==> config.mk <==
export PLATFORM = sky130hd
export DESIGN_NAME = inverted_byte_crc16_unit_flat
export DESIGN_NICKNAME = d
export VERILOG_FILES = /design/src/rtl/core/ibcrc_pkg.sv /design/src/rtl/core/ibcrc_if.sv /design/src/rtl/core/inverted_byte_crc16_unit.sv /design/src/rtl/core/ibcrc_in_reg.sv /design/src/rtl/core/ibcrc_update.sv /design/src/flat_wrapper.sv
export SDC_FILE = /design/constraint.sdc
export NUM_CORES = 1
export LEC_CHECK = 0
export BUFFER_PORTS_ARGS = -buffer_cell sky130_fd_sc_hd__buf_2
export CAP_MARGIN = 25
export CORE_ASPECT_RATIO = 2
export CORE_MARGIN = 8
export CORE_UTILIZATION = 55
export CTS_BUF_LIST = sky130_fd_sc_hd__clkbuf_2
export DETAILED_ROUTE_END_ITERATION = 10
export PLACE_DENSITY = 0.79
export SLEW_MARGIN = 15
export SYNTH_ARGS = -nofsm -noshare
export SYNTH_HDL_FRONTEND = slang
export SYNTH_SLANG_ARGS = --single-unit
==> constraint.sdc <==
create_clock -name clk -period 4.3 [get_ports clk]
set_input_delay 1.29 -clock clk [delete_from_list [all_inputs] [get_ports clk]]
set_output_delay 1.29 -clock clk [all_outputs]
set_load 0.01 [all_outputs]
==> src/rtl/core/ibcrc_pkg.sv <==
// Shared types, constants and CRC functions for the inverted byte CRC-16 unit.
package ibcrc_pkg;

  localparam int unsigned CrcWidth  = 16;
  localparam int unsigned ByteWidth = 8;

  localparam logic [CrcWidth-1:0]  CrcPolyLow = 16'h8005;
  localparam logic [CrcWidth-1:0]  CrcInit    = 16'h0000;
  localparam logic [ByteWidth-1:0] ByteInvert = 8'hFF;

  // Control fields of the word held in the input register.
  typedef struct packed {
    logic valid;
    logic first_byte;
    logic last_byte;
  } stage_ctl_t;

  // Shifts one byte into the remainder, least-significant bit first.
  function automatic logic [CrcWidth-1:0] crc_absorb_byte(
    input logic [CrcWidth-1:0]  rem,
    input logic [ByteWidth-1:0] data
  );
    logic [CrcWidth-1:0] reg_v;
    logic                fb;
    reg_v = rem;
    for (int k = 0; k < ByteWidth; k++) begin
      fb    = reg_v[CrcWidth-1] ^ data[k];
      reg_v = {reg_v[CrcWidth-2:0], 1'b0};
      if (fb) begin
        reg_v = reg_v ^ CrcPolyLow;
      end
    end
    return reg_v;
  endfunction

  // Reverses the bit order of a remainder.
  function automatic logic [CrcWidth-1:0] crc_reverse(input logic [CrcWidth-1:0] v);
    logic [CrcWidth-1:0] res;
    for (int k = 0; k < CrcWidth; k++) begin
      res[CrcWidth-1-k] = v[k];
    end
    return res;
  endfunction

endpackage

==> src/rtl/core/ibcrc_if.sv <==
// Valid/ready channel interfaces for the input bytes and the CRC results.
interface ibcrc_in_if;
  logic       valid;
  logic       ready;
  logic [7:0] data_byte;
  logic       first_byte;
  logic       last_byte;

  modport source (output valid, output data_byte, output first_byte, output last_byte,
                  input ready);
  modport sink   (input valid, input data_byte, input first_byte, input last_byte,
                  output ready);
endinterface

interface ibcrc_out_if;
  logic        valid;
  logic        ready;
  logic [15:0] crc_value;

  modport source (output valid, output crc_value, input ready);
  modport sink   (input valid, input crc_value, output ready);
endinterface

==> src/rtl/core/inverted_byte_crc16_unit.sv <==
// A word accepted with last_byte set shows its CRC once it has passed the input register and then the result register.
// Throughput: one byte word per cycle; the byte-wide CRC update is one XOR network.
// A result left waiting only stalls input once a second last word reaches the input register.
// Reset (rst_n low, synchronous) clears both valid flags and zeroes the running remainder.
// Top level of the CRC-16/ARC unit over bit-inverted payload bytes.
module inverted_byte_crc16_unit (
  input  logic         clk,
  input  logic         rst_n,
  ibcrc_in_if.sink     in_ch,
  ibcrc_out_if.source  out_ch
);
  import ibcrc_pkg::*;

  // Control of the word sitting in the input register, and its byte.
  stage_ctl_t           stage_ctl;
  logic [ByteWidth-1:0] stage_data;
  // High when the held word is absorbed into the remainder this cycle.
  logic                 stage_adv;

  // The input register takes a new word whenever it is empty or its
  // current word is being consumed, so bytes can arrive every cycle.
  ibcrc_in_reg u_in_reg (
    .clk   (clk),
    .rst_n (rst_n),
    .in_ch (in_ch),
    .adv   (stage_adv),
    .ctl   (stage_ctl),
    .data  (stage_data)
  );

  // The update stage inverts the byte, folds it into the remainder
  // (cleared first on a start mark) and, on the last byte, loads the
  // bit-reversed remainder into the result register and clears the
  // remainder for the next message. The result register decouples the
  // output handshake from the input side.
  ibcrc_update u_update (
    .clk    (clk),
    .rst_n  (rst_n),
    .ctl    (stage_ctl),
    .data   (stage_data),
    .adv    (stage_adv),
    .out_ch (out_ch)
  );
endmodule

==> src/rtl/core/ibcrc_in_reg.sv <==
// Input register stage: captures one byte word and its framing marks.
module ibcrc_in_reg (
  input  logic                  clk,
  input  logic                  rst_n,
  ibcrc_in_if.sink              in_ch,
  input  logic                  adv,
  output ibcrc_pkg::stage_ctl_t ctl,
  output logic [7:0]            data
);
  import ibcrc_pkg::*;

  stage_ctl_t           ctl_r, ctl_nxt;
  logic [ByteWidth-1:0] data_r;
  logic                 take;

  // The register frees up in the same cycle its word moves on.
  assign in_ch.ready = !ctl_r.valid || adv;
  assign take        = in_ch.valid && in_ch.ready;

  always_comb begin
    ctl_nxt = ctl_r;
    if (take) begin
      ctl_nxt.valid      = 1'b1;
      ctl_nxt.first_byte = in_ch.first_byte;
      ctl_nxt.last_byte  = in_ch.last_byte;
    end else if (adv) begin
      ctl_nxt.valid = 1'b0;
    end
  end

  always_ff @(posedge clk) begin
    if (!rst_n) begin
      ctl_r <= '0;
    end else begin
      ctl_r <= ctl_nxt;
    end
  end

  always_ff @(posedge clk) begin
    if (take) begin
      data_r <= in_ch.data_byte;
    end
  end

  assign ctl  = ctl_r;
  assign data = data_r;
endmodule

==> src/rtl/core/ibcrc_update.sv <==
// Remainder update and result register for the inverted byte CRC-16.
module ibcrc_update (
  input  logic                  clk,
  input  logic                  rst_n,
  input  ibcrc_pkg::stage_ctl_t ctl,
  input  logic [7:0]            data,
  output logic                  adv,
  ibcrc_out_if.source           out_ch
);
  import ibcrc_pkg::*;

  logic [CrcWidth-1:0] rem_r, rem_nxt;
  logic [CrcWidth-1:0] crc_r;
  logic                out_valid_r, out_valid_nxt;
  logic [CrcWidth-1:0] rem_start;
  logic [CrcWidth-1:0] rem_new;
  logic                emit;

  // A word without the last mark never waits; a last word needs a free result slot.
  assign adv  = ctl.valid && (!ctl.last_byte || !out_valid_r || out_ch.ready);
  assign emit = adv && ctl.last_byte;

  assign rem_start = ctl.first_byte ? CrcInit : rem_r;
  assign rem_new   = crc_absorb_byte(rem_start, data ^ ByteInvert);

  always_comb begin
    rem_nxt = rem_r;
    if (adv) begin
      rem_nxt = ctl.last_byte ? CrcInit : rem_new;
    end
    out_valid_nxt = out_valid_r;
    if (emit) begin
      out_valid_nxt = 1'b1;
    end else if (out_ch.ready) begin
      out_valid_nxt = 1'b0;
    end
  end

  always_ff @(posedge clk) begin
    if (!rst_n) begin
      rem_r       <= CrcInit;
      out_valid_r <= 1'b0;
    end else begin
      rem_r       <= rem_nxt;
      out_valid_r <= out_valid_nxt;
    end
  end

  always_ff @(posedge clk) begin
    if (emit) begin
      crc_r <= crc_reverse(rem_new);
    end
  end

  assign out_ch.valid     = out_valid_r;
  assign out_ch.crc_value = crc_r;
endmodule
==> src/flat_wrapper.sv <==
// flat-port wrapper written by rule: the top's interface ports become plain ports
module inverted_byte_crc16_unit_flat import ibcrc_pkg::*;
  (clk, rst_n, in_ch_valid, in_ch_data_byte, in_ch_first_byte, in_ch_last_byte, in_ch_ready, out_ch_valid, out_ch_crc_value, out_ch_ready);
  ibcrc_in_if in_ch_i ();
  ibcrc_out_if out_ch_i ();
  input  logic clk;
  input  logic rst_n;
  input wire logic [$bits(in_ch_i.valid)-1:0] in_ch_valid;
  input wire logic [$bits(in_ch_i.data_byte)-1:0] in_ch_data_byte;
  input wire logic [$bits(in_ch_i.first_byte)-1:0] in_ch_first_byte;
  input wire logic [$bits(in_ch_i.last_byte)-1:0] in_ch_last_byte;
  output wire logic [$bits(in_ch_i.ready)-1:0] in_ch_ready;
  output wire logic [$bits(out_ch_i.valid)-1:0] out_ch_valid;
  output wire logic [$bits(out_ch_i.crc_value)-1:0] out_ch_crc_value;
  input wire logic [$bits(out_ch_i.ready)-1:0] out_ch_ready;
  assign in_ch_i.valid = in_ch_valid;
  assign in_ch_i.data_byte = in_ch_data_byte;
  assign in_ch_i.first_byte = in_ch_first_byte;
  assign in_ch_i.last_byte = in_ch_last_byte;
  assign in_ch_ready = in_ch_i.ready;
  assign out_ch_valid = out_ch_i.valid;
  assign out_ch_crc_value = out_ch_i.crc_value;
  assign out_ch_i.ready = out_ch_ready;
  inverted_byte_crc16_unit u_core (.clk(clk), .rst_n(rst_n), .in_ch(in_ch_i), .out_ch(out_ch_i));
endmodule
==> run_results.csv, run 1 <==
group,metric,value,unit
run_status,status,"finished, final reports clean",
setup_path,path_cells,"buf_2, nor2b_1, nand3_1, buf_2",
logic_synthesis,async_reset_ff_share,0,%
placed_design,dpl.hpwl,2.414,mm
grt,overflow,0,
detailed_routing,viasPerCell,5.429,
logic_synthesis,syn_nets,166,
grt,grt_max_degree,22,
cts,clk_pin_slew,200,ps
grt,gr-usage-all-layers,11.75,%
cts,tritoncts,"built",
timing,setup-violations-final,0,
setup_path,ff2ff_path_depth,5,
setup_path,end_kind,"primary output",
setup_path,cp_max_fo,4,
logic_synthesis,synth-edff-count,24,
timing,tightestPinTransition,975.1,ps
detailed_routing,final_antenna_net_count,0,
die,rows,30,
logic_synthesis,synth_cell_types,24,
logic_synthesis,ys_ff_latch,44,
placed_design,place_congestion,0.8476,
timing,period_share,74.83,%
setup_path,endpoint,"in_ch_ready",
cells_and_area,instances_no_fill,217,
timing,rsz0062_at_grt,"no",
setup_path,startpoint,"out_ch_ready",
setup_path,r2r-start,"u_core.u_in_reg.ctl[1]$_SDFFE_PN0P_",
setup_path,max_stage_delay,210,ps
timing,whs,513.2,ps
timing,fin_tns_setup,0,ps
grt,antenna_found_initial,0,
logic_synthesis,synthCells,152,
timing,fin_crit,3218,ps
logic_synthesis,yosys_warnings,0,
setup_path,critPathSlowestCell,"nor2b_1",
cells_and_area,antenna_cells,0,
logic_synthesis,synth_area_leaders,"edfxtp_1, dfxtp_1, xnor2_1, nor2b_1, a22oi_1",
cts,postCtsHoldBufs,0,
logic_synthesis,synth_top_cell_area_share,38.79,%
grt,grt_pass1_vias,1232,
setup_path,cp.required,3010,ps
setup_path,cp.buffers_inverters,2,
cts,cts_resized,0,
pwr,power_leakage,0.0007567,uW
logic_synthesis,yosysTopAreaCell,"edfxtp_1",
die,dieWidth,57.10,um
cts,cts_max_level,2,
grt,grt_pass1_wl,5.313,mm
logic_synthesis,ys_seq_area_share,60.34,%
timing,skew,19.62,ps
cells_and_area,nNetsFinal,198,
setup_path,worstPathArrival,1930,ps
cts,cts_max_path_buffers,2,
cells_and_area,area_growth,11.18,%
hold_path,holdCritPathClass,"flop to flop",
placed_design,place.port_buffers,31,
detailed_routing,routed_wl,3.115,mm
detailed_routing,dr.pass1.iters,4,
timing,hold_viol_final,0,
cts,clock_sinks,44,
setup_path,path_depth,4,
setup_path,timing.critical_path.mode_cell,"buf_2",
timing,max_freq,310.8,MHz
die,die-height,98.20,um
setup_path,critPathTopFamily,"simple AND/OR/NAND/NOR gates",
timing,maxSlewViolCount,0,
flow_run,cap_violations,0,
logic_synthesis,avgSynthCellArea,12.22,sq um
cells_and_area,utilization,62.54,%
detailed_routing,wire_per_inst,14.35,um
detailed_routing,vias,1178,
cells_and_area,drive_gt1_share,22.16,%
logic_synthesis,synthFlopType,"edfxtp_1",
cts,clock_latency,410,ps
placed_design,dp_cells,209,
cts,clock-root-buffer,"clkbuf_2",
timing,relSlewSlack,34.69,%
cts,cts_buffers,5,
die,dieArea,5607,sq um
setup_path,crit_path_start_kind,"input pin",
setup_path,r2r_end,"u_core.u_update.rem_r[0]$_SDFFE_PN0P_",
pwr,vdd_drop_max,0.2688,mV
logic_synthesis,syn_area,1858,sq um
cts,post_cts_buffers,0,
die,initial_utilization,56.25,%
die,core-area,3303,sq um
detailed_routing,drtIter0Drc,28,
setup_path,rrSetupSlack,2220,ps
die,io-pin-count,32,
setup_path,crit_type,"input pin to primary output",
pwr,p_per_area,401.5,nW/um^2
detailed_routing,drc,0,
## final cells by class
type / count / area [sq um]
inverter: 2 / 7.507
tap: 32 / 40.04
multi-input combinational: 100 / 703.2
clock buffer: 5 / 25.02
fill: 276 / 1237
sequential: 44 / 1121
timing repair buffer: 31 / 155.1
clock inverter: 3 / 13.76
## power breakdown
group	internal, uW	switching [uW]
Sequential	483	21.0
Combinational	83.4	81.4
Clock	36.5	125
Total	602	227
## through the flow
step	power, uW	instance area, sq um	setup WS, ps
global placement	675.9	2027	1126
global route	865.8	2066	1041
finish	829.4	2066	1082
CTS	835.7	2066	1091
floorplan	642.8	1858	1356
detailed placement	680.0	2027	1085
## sequential cells by signal (all words and copies together) (netlist names)
register and cells:
u_core.u_update.out_ch.crc_value 16, u_core.u_update.rem_r 16, u_core.u_update.out_ch.valid 1, u_core.u_in_reg.data 8
u_core.u_in_reg.ctl 3
## worst min-delay path by stage
stage | endpoint | startpoint | slack, ps | depth (start not counted)
CTS | u_core.u_update.rem_r[14]$_SDFFE_PN0P_ | u_core.u_update.rem_r[6]$_SDFFE_PN0P_ | 520 | 2
floorplan | u_core.u_update.rem_r[10]$_SDFFE_PN0P_ | u_core.u_update.rem_r[2]$_SDFFE_PN0P_ | 460 | 2
global route | u_core.u_update.rem_r[14]$_SDFFE_PN0P_ | u_core.u_update.rem_r[6]$_SDFFE_PN0P_ | 530 | 2
global placement | u_core.u_update.rem_r[10]$_SDFFE_PN0P_ | u_core.u_update.rem_r[2]$_SDFFE_PN0P_ | 480 | 2
finish | u_core.u_update.rem_r[14]$_SDFFE_PN0P_ | u_core.u_update.rem_r[6]$_SDFFE_PN0P_ | 510 | 2
detailed placement | u_core.u_update.rem_r[11]$_SDFFE_PN0P_ | u_core.u_update.rem_r[3]$_SDFFE_PN0P_ | 500 | 2
## worst register-to-register path: cells and delay by family, from the launching register on
kind	cells	cell delay [ps]
XOR/XNOR	3	890
flip-flops	1	780
AO/OA/AOI/OAI	1	210
AND/OR/NAND/NOR	1	130
## cells in the mapped netlist, types with 3 or more instances
library cell	number
a21boi_0	6
nand2_1	7
a22oi_1	8
clkbuf_1	5
edfxtp_1	24
nor2b_1	18
nor2_1	10
a32o_1	3
nand3_1	6
dfxtp_1	20
xnor2_1	27
## cells in the final DEF (no fill, tap or decap), drive strengths merged
cell type	count
xor2	2
clkinv	3
nor3	1
and2	2
clkbuf	5
dfxtp	20
o21ai	1
a21boi	6
xnor3	1
nor2	11
a31oi	2
nand2	7
a22oi	8
a32o	3
nand3	6
nor2b	18
edfxtp	24
a21oi	2
inv	2
mux2i	1
buf	31
and3	1
xnor2	28
## cell families after synthesis
family / after synthesis / synth area share (%)
muxes: 1 / 0.5387
AOI/OAI and AO/OA: 22 / 8.754
DFF: 44 / 60.34
xor gates and xnor gates: 31 / 15.83
and+or+nand+nor: 46 / 12.73
buffers and inverters: 8 / 1.819
## metal layers
metal	GRT usage (%)	wire length (um)	up-vias
met1	11.31	1264	556
met5	0	0	-
met3	4.935	195	6
li1	-	-	586
met4	6.545	73	0
met2	19.98	1581	30
Power figures use the tool's default switching activity.
==> inputs of run 2 (changes only) <==
ABC_AREA = 1   (was not set)
clock period = 3.2 ns   (was 4.3 ns; I/O delays follow)
==> run 2 against run 1 <==
- worst hold slack worse by 33 ps
- flip-flop and latch count stayed put
- design area grew 15%
- final cell count grew 41%
- clock power grew 86%
- synthesized area increased by 13%
- critical path depth increased by 13
- core utilization is 0.46 points higher
- via count grew 26%
- largest cell class unchanged
- highest routed layer unchanged
==> run_results.csv, run 2 <==
group,metric,value,unit
run_status,status,"finished, final reports clean",
logic_synthesis,async_reset_ff_share,0,%
die,die-height,103.3,um
timing,tightestPinTransition,582.2,ps
setup_path,worstPathArrival,2620,ps
cells_and_area,fill_cells,358,
setup_path,critPathSlowestCell,"dfxtp_1",
timing,layout_setup_ws,757.3,ps
detailed_routing,drc,0,
pwr,p_per_area,509.1,nW/um^2
timing,fin_tns_setup,0,ps
timing,whs,479.9,ps
cells_and_area,instances_no_fill,305,
logic_synthesis,yosysTopAreaCell,"edfxtp_1",
placed_design,place_congestion,0.8339,
logic_synthesis,synth_cell_types,24,
cts,postCtsHoldBufs,0,
setup_path,timing.critical_path.mode_cell,"nand2_4",
cts,cts_max_path_buffers,2,
grt,gr-usage-all-layers,12.83,%
setup_path,startpoint,"u_core.u_in_reg.ctl[1]$_SDFFE_PN0P_",
setup_path,r2r_end,"u_core.u_update.out_ch.crc_value[0]$_DFFE_PP_",
placed_design,place_ws,800.4,ps
timing,maxSlewViolCount,0,
die,io-pin-count,32,
logic_synthesis,synthCells,217,
setup_path,crit_path_start_kind,"flop",
timing,skew,20.67,ps
detailed_routing,wire_per_inst,11.75,um
logic_synthesis,avgSynthCellArea,9.658,sq um
logic_synthesis,synth_top_cell_area_share,34.39,%
logic_synthesis,synthFlopType,"edfxtp_1",
die,core-area,3764,sq um
die,dieWidth,59.65,um
cts,post_cts_buffers,0,
pwr,vdd_drop_max,0.3940,mV
cells_and_area,layout_common_cells,"nand2_1, buf_2, inv_1",
hold_path,holdCritPathClass,"flop to flop",
setup_path,cp.required,3380,ps
detailed_routing,routed_wl,3.583,mm
timing,hold_viol_final,0,
grt,grt_pass1_vias,1458,
setup_path,end_kind,"flop",
detailed_routing,dr.pass1.iters,4,
logic_synthesis,yosys_warnings,0,
setup_path,ff2ff_path_depth,17,
setup_path,r2r-start,"u_core.u_in_reg.ctl[1]$_SDFFE_PN0P_",
cells_and_area,layout_commonest_cell,"nand2_1",
cts,cts_max_level,2,
cells_and_area,nNetsFinal,267,
timing,period_share,76.34,%
cells_and_area,antenna_cells,0,
logic_synthesis,syn_nets,231,
logic_synthesis,synthTopCellsByCount,"nand2_1, inv_1, edfxtp_1",
logic_synthesis,ys_ff_latch,44,
timing,rsz0062_at_grt,"no",
die,dieArea,6162,sq um
cells_and_area,area_growth,13.13,%
cts,clock_latency,400,ps
grt,antenna_found_initial,0,
setup_path,cp_max_fo,15,
cts,clock-root-buffer,"clkbuf_2",
logic_synthesis,ys_seq_area_share,53.49,%
pwr,power_leakage,0.001039,uW
setup_path,endpoint,"u_core.u_update.out_ch.crc_value[0]$_DFFE_PP_",
timing,setup-violations-final,0,
logic_synthesis,synth-edff-count,24,
setup_path,crit_type,"flop to flop",
flow_run,cap_violations,0,
logic_synthesis,synth_area_leaders,"edfxtp_1, dfxtp_1, nand2_1, nand2_4, inv_1",
logic_synthesis,yosysMostFrequentCell,"nand2_1",
detailed_routing,final_antenna_net_count,0,
cts,cts_buffers,5,
detailed_routing,vias,1488,
setup_path,rrSetupSlack,760,ps
grt,grt_pass1_wl,6.078,mm
setup_path,path_cells,"inv_2, nand2_1, nand2_2, nand2_4, inv_2, nand2_4, nand3_1, nand3_2, nand2_4, nand2_4, nand2_4, nand2_1, nand3_1, nand3_1, nand2_2, nand2_1, and2_1",
die,initial_utilization,55.68,%
timing,max_freq,409.4,MHz
cts,clock_sinks,44,
placed_design,dp_cells,297,
cts,cts_resized,0,
detailed_routing,viasPerCell,4.879,
detailed_routing,drtIter0Drc,30,
cells_and_area,drive_gt1_share,29.53,%
timing,relSlewSlack,61.15,%
cts,tritoncts,"built",
setup_path,max_stage_delay,430,ps
grt,overflow,0,
cts,clk_pin_slew,210,ps
grt,grt_max_degree,19,
hold_path,holdPathStages,2,
placed_design,dpl.hpwl,2.887,mm
die,rows,32,
timing,fin_crit,2443,ps
logic_synthesis,syn_area,2096,sq um
placed_design,place.port_buffers,31,
[run 2: area by class of cell]
| class | count | area (sq um) | area share (%) |
|---|---|---|---|
| Clock buffer | 6 | 30.03 | 1.266 |
| Timing Repair Buffer | 33 | 170.2 | 7.177 |
| Sequential cell | 44 | 1121 | 47.28 |
| Multi-Input combinational cell | 136 | 827.0 | 34.88 |
| Inverter | 33 | 123.9 | 5.224 |
| Clock inverter | 2 | 35.03 | 1.478 |
| Tap cell | 51 | 63.81 | 2.691 |
[run 2: how the worst min path moves through the flow]
stage,start,slack (ps),to
2_1_floorplan,u_core.u_update.rem_r[2]$_SDFFE_PN0P_,450,u_core.u_update.rem_r[2]$_SDFFE_PN0P_
3_3_place_gp,u_core.u_update.rem_r[6]$_SDFFE_PN0P_,450,u_core.u_update.rem_r[6]$_SDFFE_PN0P_
3_5_place_dp,u_core.u_update.rem_r[5]$_SDFFE_PN0P_,460,u_core.u_update.rem_r[5]$_SDFFE_PN0P_
4_1_cts,u_core.u_update.rem_r[5]$_SDFFE_PN0P_,480,u_core.u_update.rem_r[5]$_SDFFE_PN0P_
5_1_grt,u_core.u_update.rem_r[4]$_SDFFE_PN0P_,510,u_core.u_update.rem_r[4]$_SDFFE_PN0P_
6_report,u_core.u_update.rem_r[5]$_SDFFE_PN0P_,480,u_core.u_update.rem_r[5]$_SDFFE_PN0P_
[run 2: power by group]
group	leakage, uW	switching [uW]	internal (uW)	total, uW
Sequential	0.000385	14.5	639	654
Combinational	0.000611	164	90.0	254
Clock	0.0000430	165	134	299
[run 2: logic make-up after synthesis]
kind of cell              share of synthesized area, %
AOI/OAI and AO/OA                                5.254
buffers and inverters                            7.045
DFF                                              53.49
xor gates and xnor gates                         6.090
and+or+nand+nor                                  28.12
[run 2: routing by layer]
| metal | part of all wire [%] | vias up | GRT usage, % |
|---|---|---|---|
| met5 | 0 | - | 0 |
| met4 | 2.5 | 0 | 6.481 |
| met3 | 5.9 | 9 | 3.965 |
| met2 | 52 | 35 | 23.08 |
| met1 | 39 | 685 | 12.59 |
| li1 | - | 759 | - |
[run 2: through the flow]
step	util, %	area, sq um	power [uW]
floorplan	-	2096	867.2
global placement	61.27	2306	913.4
detailed placement	61.27	2306	922.4
CTS	63.00	2371	1216
global route	63.00	2371	1262
finish	63.00	2371	1207
[run 2: worst max-delay path: cells and delay by family, from the launching register on]
kind                   cells  cell delay, ps
AND/OR/NAND/NOR           15            1440
buffers and inverters      2             350
flip-flops                 1             430
